File: config.mk
export PLATFORM = sky130hd
export DESIGN_NAME = partially_matched_crossover_unit
export DESIGN_NICKNAME = d
export VERILOG_FILES = /design/src/design/pmx_pkg.sv /design/src/design/pmx_ctrl.sv /design/src/design/pmx_datapath.sv /design/src/design/partially_matched_crossover_unit.sv
export SDC_FILE = /design/constraint.sdc
export NUM_CORES = 1
export LEC_CHECK = 0
export BUFFER_PORTS_ARGS = -buffer_cell sky130_fd_sc_hd__buf_2
export CORE_MARGIN = 10
export CORE_UTILIZATION = 55
export CTS_CLUSTER_DIAMETER = 200
export DETAILED_ROUTE_END_ITERATION = 8
export GPL_ROUTABILITY_DRIVEN = 1
export PLACE_DENSITY = 0.76
export SLEW_MARGIN = 20
export SYNTH_ARGS = -nofsm -noshare
export SYNTH_HDL_FRONTEND = slang
export SYNTH_SLANG_ARGS = --single-unit
File: constraint.sdc
create_clock -name clk -period 8.45 [get_ports clk]
set_input_delay 2.1125 -clock clk [delete_from_list [all_inputs] [get_ports clk]]
set_output_delay 2.1125 -clock clk [all_outputs]
set_load 0.02 [all_outputs]
File: src/design/pmx_pkg.sv
// ----------------------------------------------------------------------------
// pmx_pkg
// Types and constants shared by the crossover controller and datapath.
// ----------------------------------------------------------------------------
package pmx_pkg;

  // Fixed field widths.
  localparam int PNT_W = 5;
  localparam int POS_W = 5;
  localparam int CL_W  = 6;
  localparam int NP_W  = 5;
  localparam int CFG_W = 6;

  // Configuration register indexes and reset values.
  localparam logic CFG_IDX_LENGTH = 1'b0;
  localparam logic CFG_IDX_POINTS = 1'b1;
  localparam logic [CL_W-1:0] CL_RESET = 6'd32;
  localparam logic [NP_W-1:0] NP_RESET = 5'd1;

  // Input item kinds and result status codes.
  localparam logic KIND_POINT      = 1'b0;
  localparam logic KIND_GENE       = 1'b1;
  localparam logic STATUS_OK       = 1'b0;
  localparam logic STATUS_MISMATCH = 1'b1;

  typedef enum logic [3:0] {
    ST_IDLE, ST_SWP_RD, ST_SWP_WR, ST_DK_RD, ST_DK_LD, ST_DJ_RD, ST_DJ_CMP,
    ST_K_NEXT, ST_CHECK, ST_RP_LRD, ST_RP_GRD, ST_RP_WR, ST_EM_RD, ST_EM_OUT,
    ST_ERR
  } state_t;

  typedef enum logic [3:0] {
    OP_NOP, OP_IDLE, OP_SWP_RD, OP_SWP_WR, OP_DK_RD, OP_DK_LD, OP_DJ_RD,
    OP_DJ_CMP, OP_K_NEXT, OP_RP_LRD, OP_RP_GRD, OP_RP_WR, OP_EM_RD, OP_EM_OUT,
    OP_ERR
  } op_t;

  typedef struct packed {
    op_t  op;
    logic accept;
  } pmx_cmd_t;

  typedef struct packed {
    logic k_last;
    logic dk_last;
    logic skip_k;
    logic j_end;
    logic cnt_eq;
    logic cnt_zero;
    logic rp_last;
  } pmx_stat_t;

endpackage

File: src/design/pmx_ctrl.sv
// ----------------------------------------------------------------------------
// pmx_ctrl
// Sequencer for loading, segment swap, duplicate search, repair and output.
// ----------------------------------------------------------------------------
module pmx_ctrl
  import pmx_pkg::*;
(
  input  logic      clk,
  input  logic      rst_n,
  input  logic      start,
  input  logic      in_kind,
  input  logic      in_last,
  input  pmx_stat_t stat,
  output pmx_cmd_t  cmd,
  output logic      busy
);

  state_t state_r, state_nxt;

  // State register.
  always_ff @(posedge clk) begin
    if (!rst_n) begin
      state_r <= ST_IDLE;
    end else begin
      state_r <= state_nxt;
    end
  end

  // Next state.
  always_comb begin
    state_nxt = state_r;
    unique case (state_r)
      ST_IDLE: begin
        if (start && (in_kind == KIND_GENE) && in_last) state_nxt = ST_SWP_RD;
      end
      ST_SWP_RD: state_nxt = ST_SWP_WR;
      ST_SWP_WR: state_nxt = stat.k_last ? ST_DK_RD : ST_SWP_RD;
      ST_DK_RD:  state_nxt = ST_DK_LD;
      ST_DK_LD:  state_nxt = stat.skip_k ? ST_K_NEXT : ST_DJ_RD;
      ST_DJ_RD:  state_nxt = ST_DJ_CMP;
      ST_DJ_CMP: state_nxt = stat.j_end ? ST_K_NEXT : ST_DJ_RD;
      ST_K_NEXT: state_nxt = stat.dk_last ? ST_CHECK : ST_DK_RD;
      ST_CHECK: begin
        priority if (!stat.cnt_eq) state_nxt = ST_ERR;
        else if (stat.cnt_zero)    state_nxt = ST_EM_RD;
        else                       state_nxt = ST_RP_LRD;
      end
      ST_RP_LRD: state_nxt = ST_RP_GRD;
      ST_RP_GRD: state_nxt = ST_RP_WR;
      ST_RP_WR:  state_nxt = stat.rp_last ? ST_EM_RD : ST_RP_LRD;
      ST_EM_RD:  state_nxt = ST_EM_OUT;
      ST_EM_OUT: state_nxt = stat.k_last ? ST_IDLE : ST_EM_RD;
      ST_ERR:    state_nxt = ST_IDLE;
      default:   state_nxt = ST_IDLE;
    endcase
  end

  // Commands to the datapath.
  always_comb begin
    cmd.accept = (state_r == ST_IDLE) && start;
    busy       = (state_r != ST_IDLE);
    unique case (state_r)
      ST_IDLE:   cmd.op = OP_IDLE;
      ST_SWP_RD: cmd.op = OP_SWP_RD;
      ST_SWP_WR: cmd.op = OP_SWP_WR;
      ST_DK_RD:  cmd.op = OP_DK_RD;
      ST_DK_LD:  cmd.op = OP_DK_LD;
      ST_DJ_RD:  cmd.op = OP_DJ_RD;
      ST_DJ_CMP: cmd.op = OP_DJ_CMP;
      ST_K_NEXT: cmd.op = OP_K_NEXT;
      ST_RP_LRD: cmd.op = OP_RP_LRD;
      ST_RP_GRD: cmd.op = OP_RP_GRD;
      ST_RP_WR:  cmd.op = OP_RP_WR;
      ST_EM_RD:  cmd.op = OP_EM_RD;
      ST_EM_OUT: cmd.op = OP_EM_OUT;
      ST_ERR:    cmd.op = OP_ERR;
      default:   cmd.op = OP_NOP;
    endcase
  end

endmodule

File: src/design/pmx_datapath.sv
// ----------------------------------------------------------------------------
// pmx_datapath
// Gene and duplicate-list memories, cut points, counters and result registers.
// ----------------------------------------------------------------------------
module pmx_datapath
  import pmx_pkg::*;
#(
  parameter int MAX_LENGTH = 32,
  parameter int GENE_BITS  = 8
) (
  input  logic                 clk,
  input  logic                 rst_n,
  input  pmx_cmd_t             cmd,
  output pmx_stat_t            stat,
  input  logic                 in_kind,
  input  logic [PNT_W-1:0]     in_point,
  input  logic [GENE_BITS-1:0] in_gene_a,
  input  logic [GENE_BITS-1:0] in_gene_b,
  input  logic                 cfg_we,
  input  logic                 cfg_index,
  input  logic [CFG_W-1:0]     cfg_data,
  output logic                 out_strobe,
  output logic [POS_W-1:0]     out_position,
  output logic [GENE_BITS-1:0] out_child_a,
  output logic [GENE_BITS-1:0] out_child_b,
  output logic                 out_changed,
  output logic                 out_status,
  output logic                 out_end_of_run
);

  localparam int AW   = $clog2(MAX_LENGTH);
  localparam int LW   = $clog2(MAX_LENGTH + 1);
  localparam int NCUT = MAX_LENGTH / 2;
  localparam int PCW  = $clog2(NCUT + 1);
  localparam int CIW  = (NCUT > 1) ? $clog2(NCUT) : 1;
  localparam int XW   = (LW > CFG_W) ? LW : CFG_W;

  // Configuration and control registers.
  logic [CL_W-1:0]       cl_r;
  logic [NP_W-1:0]       np_r;
  logic [AW-1:0]         k_r, j_r, cnt_a_r, cnt_b_r;
  logic [LW-1:0]         lc_r;
  logic [PCW-1:0]        pc_r;
  logic                  swap_r, act_a_r, act_b_r, strobe_r;
  logic [MAX_LENGTH-1:0] mark_a_r, mark_b_r;

  // Payload registers.
  logic [PNT_W-1:0]     cut_r [NCUT];
  logic [GENE_BITS-1:0] rd_a_r, rd_b_r, key_a_r, key_b_r;
  logic [AW-1:0]        la_r, lb_r;
  logic [POS_W-1:0]     pos_r;
  logic [GENE_BITS-1:0] ca_r, cb_r;
  logic                 chg_r, st_r, end_r;

  // Memories.
  logic [GENE_BITS-1:0] gene_a_mem [MAX_LENGTH];
  logic [GENE_BITS-1:0] gene_b_mem [MAX_LENGTH];
  logic [AW-1:0]        list_a_mem [MAX_LENGTH];
  logic [AW-1:0]        list_b_mem [MAX_LENGTH];

  logic [XW-1:0] cl_x, len_x, half_x, effp_x, n_x, len_m1_x, len_m2_x;
  logic          pt_take, gn_take, par, match_a, match_b;
  logic                 ga_we, gb_we;
  logic [AW-1:0]        ga_waddr, gb_waddr, ga_raddr, gb_raddr;
  logic [GENE_BITS-1:0] ga_wdata, gb_wdata;

  // Effective length, point limit and point count in use.
  always_comb begin
    cl_x = XW'(cl_r);
    priority if (cl_x < XW'(2))          len_x = XW'(2);
    else if (cl_x > XW'(MAX_LENGTH))     len_x = XW'(MAX_LENGTH);
    else                                 len_x = cl_x;
    half_x   = len_x >> 1;
    effp_x   = (XW'(np_r) > half_x) ? half_x : XW'(np_r);
    n_x      = (XW'(pc_r) > half_x) ? half_x : XW'(pc_r);
    len_m1_x = len_x - XW'(1);
    len_m2_x = len_x - XW'(2);
  end

  assign pt_take = cmd.accept && (in_kind == KIND_POINT) && (XW'(pc_r) < effp_x);
  assign gn_take = cmd.accept && (in_kind == KIND_GENE) && (XW'(lc_r) < len_x);

  // A position is swapped when an odd number of cut points lie at or below it.
  always_comb begin
    par = 1'b0;
    for (int i = 0; i < NCUT; i++) begin
      if ((XW'(i) < n_x) && (XW'(cut_r[i]) <= XW'(k_r))) par = ~par;
    end
  end

  // Duplicate match of the scanned word against each side's key.
  assign match_a = act_a_r && !mark_a_r[j_r] && (rd_a_r == key_a_r);
  assign match_b = act_b_r && !mark_b_r[j_r] && (rd_b_r == key_b_r);

  // Status to the controller.
  always_comb begin
    stat.k_last   = (XW'(k_r) == len_m1_x);
    stat.dk_last  = (XW'(k_r) == len_m2_x);
    stat.skip_k   = mark_a_r[k_r] && mark_b_r[k_r];
    stat.j_end    = (XW'(j_r) == len_m1_x) ||
                    ((!act_a_r || match_a) && (!act_b_r || match_b));
    stat.cnt_eq   = (cnt_a_r == cnt_b_r);
    stat.cnt_zero = (cnt_a_r == '0);
    stat.rp_last  = (k_r == (cnt_a_r - AW'(1)));
  end

  // Gene memory port selection.
  always_comb begin
    ga_we    = 1'b0;
    gb_we    = 1'b0;
    ga_waddr = k_r;
    gb_waddr = k_r;
    ga_wdata = rd_b_r;
    gb_wdata = rd_a_r;
    ga_raddr = k_r;
    gb_raddr = k_r;
    unique case (cmd.op)
      OP_IDLE: begin
        ga_we    = gn_take;
        gb_we    = gn_take;
        ga_waddr = AW'(lc_r);
        gb_waddr = AW'(lc_r);
        ga_wdata = in_gene_a;
        gb_wdata = in_gene_b;
      end
      OP_SWP_WR: begin
        ga_we    = 1'b1;
        gb_we    = 1'b1;
        ga_wdata = par ? rd_b_r : rd_a_r;
        gb_wdata = par ? rd_a_r : rd_b_r;
      end
      OP_DJ_RD: begin
        ga_raddr = j_r;
        gb_raddr = j_r;
      end
      OP_RP_GRD: begin
        ga_raddr = la_r;
        gb_raddr = lb_r;
      end
      OP_RP_WR: begin
        ga_we    = 1'b1;
        gb_we    = 1'b1;
        ga_waddr = la_r;
        gb_waddr = lb_r;
      end
      default: begin
      end
    endcase
  end

  // Memories with registered reads.
  always_ff @(posedge clk) begin
    if (ga_we) gene_a_mem[ga_waddr] <= ga_wdata;
    if (gb_we) gene_b_mem[gb_waddr] <= gb_wdata;
    rd_a_r <= gene_a_mem[ga_raddr];
    rd_b_r <= gene_b_mem[gb_raddr];
    if ((cmd.op == OP_DJ_CMP) && match_a) list_a_mem[cnt_a_r] <= j_r;
    if ((cmd.op == OP_DJ_CMP) && match_b) list_b_mem[cnt_b_r] <= j_r;
    la_r <= list_a_mem[k_r];
    lb_r <= list_b_mem[k_r];
  end

  // Control registers.
  always_ff @(posedge clk) begin
    if (!rst_n) begin
      cl_r     <= CL_RESET;
      np_r     <= NP_RESET;
      k_r      <= '0;
      j_r      <= '0;
      cnt_a_r  <= '0;
      cnt_b_r  <= '0;
      lc_r     <= '0;
      pc_r     <= '0;
      swap_r   <= 1'b0;
      act_a_r  <= 1'b0;
      act_b_r  <= 1'b0;
      strobe_r <= 1'b0;
      mark_a_r <= '0;
      mark_b_r <= '0;
    end else begin
      if (cfg_we) begin
        if (cfg_index == CFG_IDX_LENGTH) cl_r <= cfg_data[CL_W-1:0];
        else                             np_r <= cfg_data[NP_W-1:0];
      end
      strobe_r <= (cmd.op == OP_EM_OUT) || (cmd.op == OP_ERR);
      unique case (cmd.op)
        OP_IDLE: begin
          k_r <= '0;
          if (pt_take) pc_r <= pc_r + PCW'(1);
          if (gn_take) lc_r <= lc_r + LW'(1);
        end
        OP_SWP_WR: begin
          if (par && (rd_a_r != rd_b_r)) swap_r <= 1'b1;
          k_r <= stat.k_last ? '0 : k_r + AW'(1);
        end
        OP_DK_LD: begin
          act_a_r <= !mark_a_r[k_r];
          act_b_r <= !mark_b_r[k_r];
          j_r     <= k_r + AW'(1);
        end
        OP_DJ_CMP: begin
          if (match_a) begin
            mark_a_r[j_r] <= 1'b1;
            cnt_a_r       <= cnt_a_r + AW'(1);
            act_a_r       <= 1'b0;
          end
          if (match_b) begin
            mark_b_r[j_r] <= 1'b1;
            cnt_b_r       <= cnt_b_r + AW'(1);
            act_b_r       <= 1'b0;
          end
          j_r <= j_r + AW'(1);
        end
        OP_K_NEXT: k_r <= stat.dk_last ? '0 : k_r + AW'(1);
        OP_RP_WR:  k_r <= stat.rp_last ? '0 : k_r + AW'(1);
        OP_EM_OUT, OP_ERR: begin
          k_r <= k_r + AW'(1);
          if (stat.k_last || (cmd.op == OP_ERR)) begin
            lc_r     <= '0;
            pc_r     <= '0;
            swap_r   <= 1'b0;
            cnt_a_r  <= '0;
            cnt_b_r  <= '0;
            mark_a_r <= '0;
            mark_b_r <= '0;
          end
        end
        default: begin
        end
      endcase
    end
  end

  // Cut points, scan keys and result word.
  always_ff @(posedge clk) begin
    if (pt_take) cut_r[CIW'(pc_r)] <= in_point;
    if (cmd.op == OP_DK_LD) begin
      key_a_r <= rd_a_r;
      key_b_r <= rd_b_r;
    end
    if (cmd.op == OP_EM_OUT) begin
      pos_r <= POS_W'(k_r);
      ca_r  <= rd_a_r;
      cb_r  <= rd_b_r;
      chg_r <= swap_r;
      st_r  <= STATUS_OK;
      end_r <= stat.k_last;
    end else if (cmd.op == OP_ERR) begin
      pos_r <= '0;
      ca_r  <= '0;
      cb_r  <= '0;
      chg_r <= 1'b0;
      st_r  <= STATUS_MISMATCH;
      end_r <= 1'b1;
    end
  end

  assign out_strobe     = strobe_r;
  assign out_position   = pos_r;
  assign out_child_a    = ca_r;
  assign out_child_b    = cb_r;
  assign out_changed    = chg_r;
  assign out_status     = st_r;
  assign out_end_of_run = end_r;

endmodule

File: src/design/partially_matched_crossover_unit.sv
// ----------------------------------------------------------------------------
// partially_matched_crossover_unit
// Partially matched crossover of one parent pair with duplicate repair.
//
// Channel   Handshake            Contents
// input     start / busy         kind, point, gene_a, gene_b, last
// result    out_strobe           position, child_a, child_b, flags, status
// config    cfg_we               cfg_index, cfg_data
//
// Point and gene words are taken only while the unit is idle. The gene word with
// last set starts a run: segment swap, a duplicate scan over each start position
// with its compares, a count check, repair of each duplicate pair, then the
// emitted results, or a single error result when the duplicate counts differ.
// Reset is synchronous and active low. Results cannot be held off.
// ----------------------------------------------------------------------------
module partially_matched_crossover_unit
  import pmx_pkg::*;
#(
  parameter int MAX_LENGTH = 32,
  parameter int GENE_BITS  = 8
) (
  input  logic                 clk,
  input  logic                 rst_n,
  input  logic                 start,
  output logic                 busy,
  input  logic                 in_kind,
  input  logic [PNT_W-1:0]     in_point,
  input  logic [GENE_BITS-1:0] in_gene_a,
  input  logic [GENE_BITS-1:0] in_gene_b,
  input  logic                 in_last,
  output logic                 out_strobe,
  output logic [POS_W-1:0]     out_position,
  output logic [GENE_BITS-1:0] out_child_a,
  output logic [GENE_BITS-1:0] out_child_b,
  output logic                 out_changed,
  output logic                 out_status,
  output logic                 out_end_of_run,
  input  logic                 cfg_we,
  input  logic                 cfg_index,
  input  logic [CFG_W-1:0]     cfg_data
);

  pmx_cmd_t  cmd;
  pmx_stat_t stat;

  // Sequencer.
  pmx_ctrl u_ctrl (
    .clk     (clk),
    .rst_n   (rst_n),
    .start   (start),
    .in_kind (in_kind),
    .in_last (in_last),
    .stat    (stat),
    .cmd     (cmd),
    .busy    (busy)
  );

  // Storage and arithmetic.
  pmx_datapath #(
    .MAX_LENGTH (MAX_LENGTH),
    .GENE_BITS  (GENE_BITS)
  ) u_datapath (
    .clk            (clk),
    .rst_n          (rst_n),
    .cmd            (cmd),
    .stat           (stat),
    .in_kind        (in_kind),
    .in_point       (in_point),
    .in_gene_a      (in_gene_a),
    .in_gene_b      (in_gene_b),
    .cfg_we         (cfg_we),
    .cfg_index      (cfg_index),
    .cfg_data       (cfg_data),
    .out_strobe     (out_strobe),
    .out_position   (out_position),
    .out_child_a    (out_child_a),
    .out_child_b    (out_child_b),
    .out_changed    (out_changed),
    .out_status     (out_status),
    .out_end_of_run (out_end_of_run)
  );

endmodule

==> metrics.txt <==
Max Root-Sink Buffers 3; PwrDens between 200 and 250 nW/µm²; PostCTS Resize Cnt 0; VDD IR-drop max between 0.00015 and 0.0002 V; Yosys top cell by area edfxtp_1; flops & latches, synth between 1000 and 1500; Slew HR 20.4%; Placer Congestion 0.881; max-slew violations 0; Die ar. 99200 µm²; chip height 315 µm; cell family with most CP delay compound AO/OA/AOI/OAI gates; # nets final 3580; syn_area_per_cell 13.9 µm²; Total Wirelength between 100000 and 150000 µm; Internal Power ~9.0 mW; combinational power share 5.4%; CP endpoint kind flop; Synth top area share 59.7%; period utilisation layout 76.4%; hold buffers post-CTS 0; syn nets 3596; Fin. Hold Viols 0; initial core utilization 55.3%; Worst EP arrival 6790 ps; Top Ports 60; Netlist cell types between 80 and 90; Synth area leaders edfxtp_1 60%, mux4_2 6.4%, dfxtp_1 6.1%; # rows 108; NetSw around 2.5 mW; total CTS buffers roughly 110; fill cell count 6217; chip width roughly 320 µm; grt ovf 0; MaxCap Viol Count 0; fmax 0.155 GHz; crit path kind flop to flop; slowest cell delay on critical path about 1100 ps; sequential power share 53.1%; all-layer global routing usage 21.9%; sequential area share after synthesis 65.7%; asr flop ratio synth 0%; RSZ-0062 raised after global routing no; Remaining DRCs 0; Vias per Instance 6.20; Worst-path clk slew 60 ps; Total Neg Setup Slack 0 ps; Clk pwr share 41.5%; Slew @ Worst Pin 1190 ps; CORE AREA 86600 µm²; CP startpoint kind flop; dpl ws approximately 2100 ps; switching share of power 21.6%; leakage 16.9 nW; Setup Fix Bufs, Post-CTS 0; CP max-delay cell dfxtp_2; H-tree Lvls 3; Clock Latency Late Sink 690 ps; Final WS setup approximately 2000 ps; Tmin final between 6000 and 7000 ps; YS warnings 0; worst path required time around 8800 ps; diodes inserted 0; Sink Count about 1100; CTS tree yes; final setup fails 0; Cells after Synth 3436; initial DRC count 3030; routed len/inst 23.6 µm; Synth Cell Area ~48000 µm²; DPL Wire Length between 60000 and 70000 µm; P&R area growth vs syn 9.95%; Vias 28900; IO Port Bufs 59; antenna violations before repair 1; Pre-antenna DRT Iters 5; number of synthesized flops with an enable pin 951; top_reg_cell synth edfxtp_1; clock root cell clkbuf_16; antenna-violating nets left 0; peak fanout along the critical path 35; top-count cell post-synth edfxtp_1; ratio of cells with drive above 1 in the final layout between 10 and 15%; vias in the first global route about 28000; largest net degree at the start of global routing 113; outcome complete, no violations; Tightest Hold Check Type flop to flop; Synth top cells by count 951 x edfxtp_1, 311 x nand2_1, 282 x nor2_1; cell chain of the critical path inv_1 > ha_1 > o21a_1 > o21ai_0 > a21oi_1 > o22a_1 > or3_1 > a31oi_1 > xnor2_1 > xnor3_2 > xor2_2 > nor2_2 > a221o_1; CP Buf/Inv Count 1; Layout Skew about 31 ps; first-pass GRT wire length 169000 µm
==> power groups by stage <==
stage / logic, mW / clock network, mW / registers, mW
2_1_floorplan: 0.457 / 0 / 6.16
3_3_place_gp: 0.603 / 0 / 6.21
3_5_place_dp: 0.619 / 0 / 6.21
4_1_cts: 0.623 / 4.82 / 6.09
5_1_grt: 0.689 / 5.04 / 6.10
6_report: 0.624 / 4.77 / 6.10
==> tightest hold or removal path, cell delays in order (launching register included) <==
cell and delay [ps]:
dfxtp_1 330, nand2_1 50, nand3_1 70
==> path summary, 6_finish.rpt <==
check                                   startpoint                     endpoint  slack (ps)  depth (start not counted)
worst max-delay path             u_datapath.k_r[2]  u_datapath.gene_b_mem[8][2]        1990                         13
worst min register to register  u_datapath.np_r[0]           u_datapath.np_r[0]         480                          2
worst min-delay path            u_datapath.np_r[0]           u_datapath.np_r[0]         480                          2
worst max register to register   u_datapath.k_r[2]  u_datapath.gene_b_mem[8][2]        1990                         13
==> final cells by class <==
class	instances	area, µm²	area share (%)
flip-flops and latches	1096	31500	59.8
multi-input cells	2066	15400	29.3
clock buffers	147	2990	5.68
well taps	1155	1450	2.75
clock inverters	54	544	1.03
repair buffers	90	544	1.03
inverters	59	221	0.421
==> routing by layer <==
layer / GRT usage [%] / routed length (µm) / part of all wire [%] / vias to the layer above
met2: 35.4 / 53100 / 48 / 1258
met1: 29.3 / 44200 / 40 / 14400
li1: - / - / - / 13100
met4: 8.49 / 3700 / 3.4 / 0
met3: 4.09 / 9010 / 8.2 / 239
met5: 0 / 0 / 0 / -
==> cell families after synthesis <==
family,after synthesis,synth area share (%)
AOI/OAI and AO/OA,673,9.61
xor gates and xnor gates,85,1.62
adders and majority gates,126,3.29
buffers and inverters,274,2.27
DFF,1096,65.7
muxes,200,7.76
and+or+nand+nor,982,9.73
==> through the flow <==
step           instances  util, %  cell area (µm²)  hold WS (ps)  total power, mW
3_3_place_gp        4466     56.7            49100           460             6.81
3_5_place_dp        4466     56.7            49100           465             6.83
5_1_grt             4667     60.8            52600           508             11.8
2_1_floorplan       3436        -            47900           429             6.62
6_report            4667     60.8            52600           475             11.5
4_1_cts             4667     60.8            52600           480             11.5
==> sequential cells by signal, indices dropped and copies added (netlist names), 8 cells and up <==
name                    count
u_datapath.gene_a_mem     256
u_datapath.gene_b_mem     256
u_datapath.list_a_mem     160
u_datapath.list_b_mem     160
u_datapath.cut_r           80
u_datapath.mark_a_r        32
u_datapath.mark_b_r        32
u_datapath.key_a_r          8
u_datapath.key_b_r          8
u_datapath.out_child_a      8
u_datapath.out_child_b      8
u_datapath.rd_a_r           8
u_datapath.rd_b_r           8
==> cells in the final DEF (no fill, tap or decap), types with 43 or more instances in the layout <==
cell	synthesis	layout
a31oi_1	70	70
buf_2	22	59
mux4_2	136	136
xor2_1	43	43
dfxtp_1	145	137
a211oi_1	214	214
a21oi_1	164	162
and2_1	181	181
nor2_1	282	281
clkbuf_16	0	110
nand2_1	311	311
inv_1	55	54
ha_1	126	126
edfxtp_1	951	951
mux2i_1	59	59
Power figures use the tool's default switching activity.
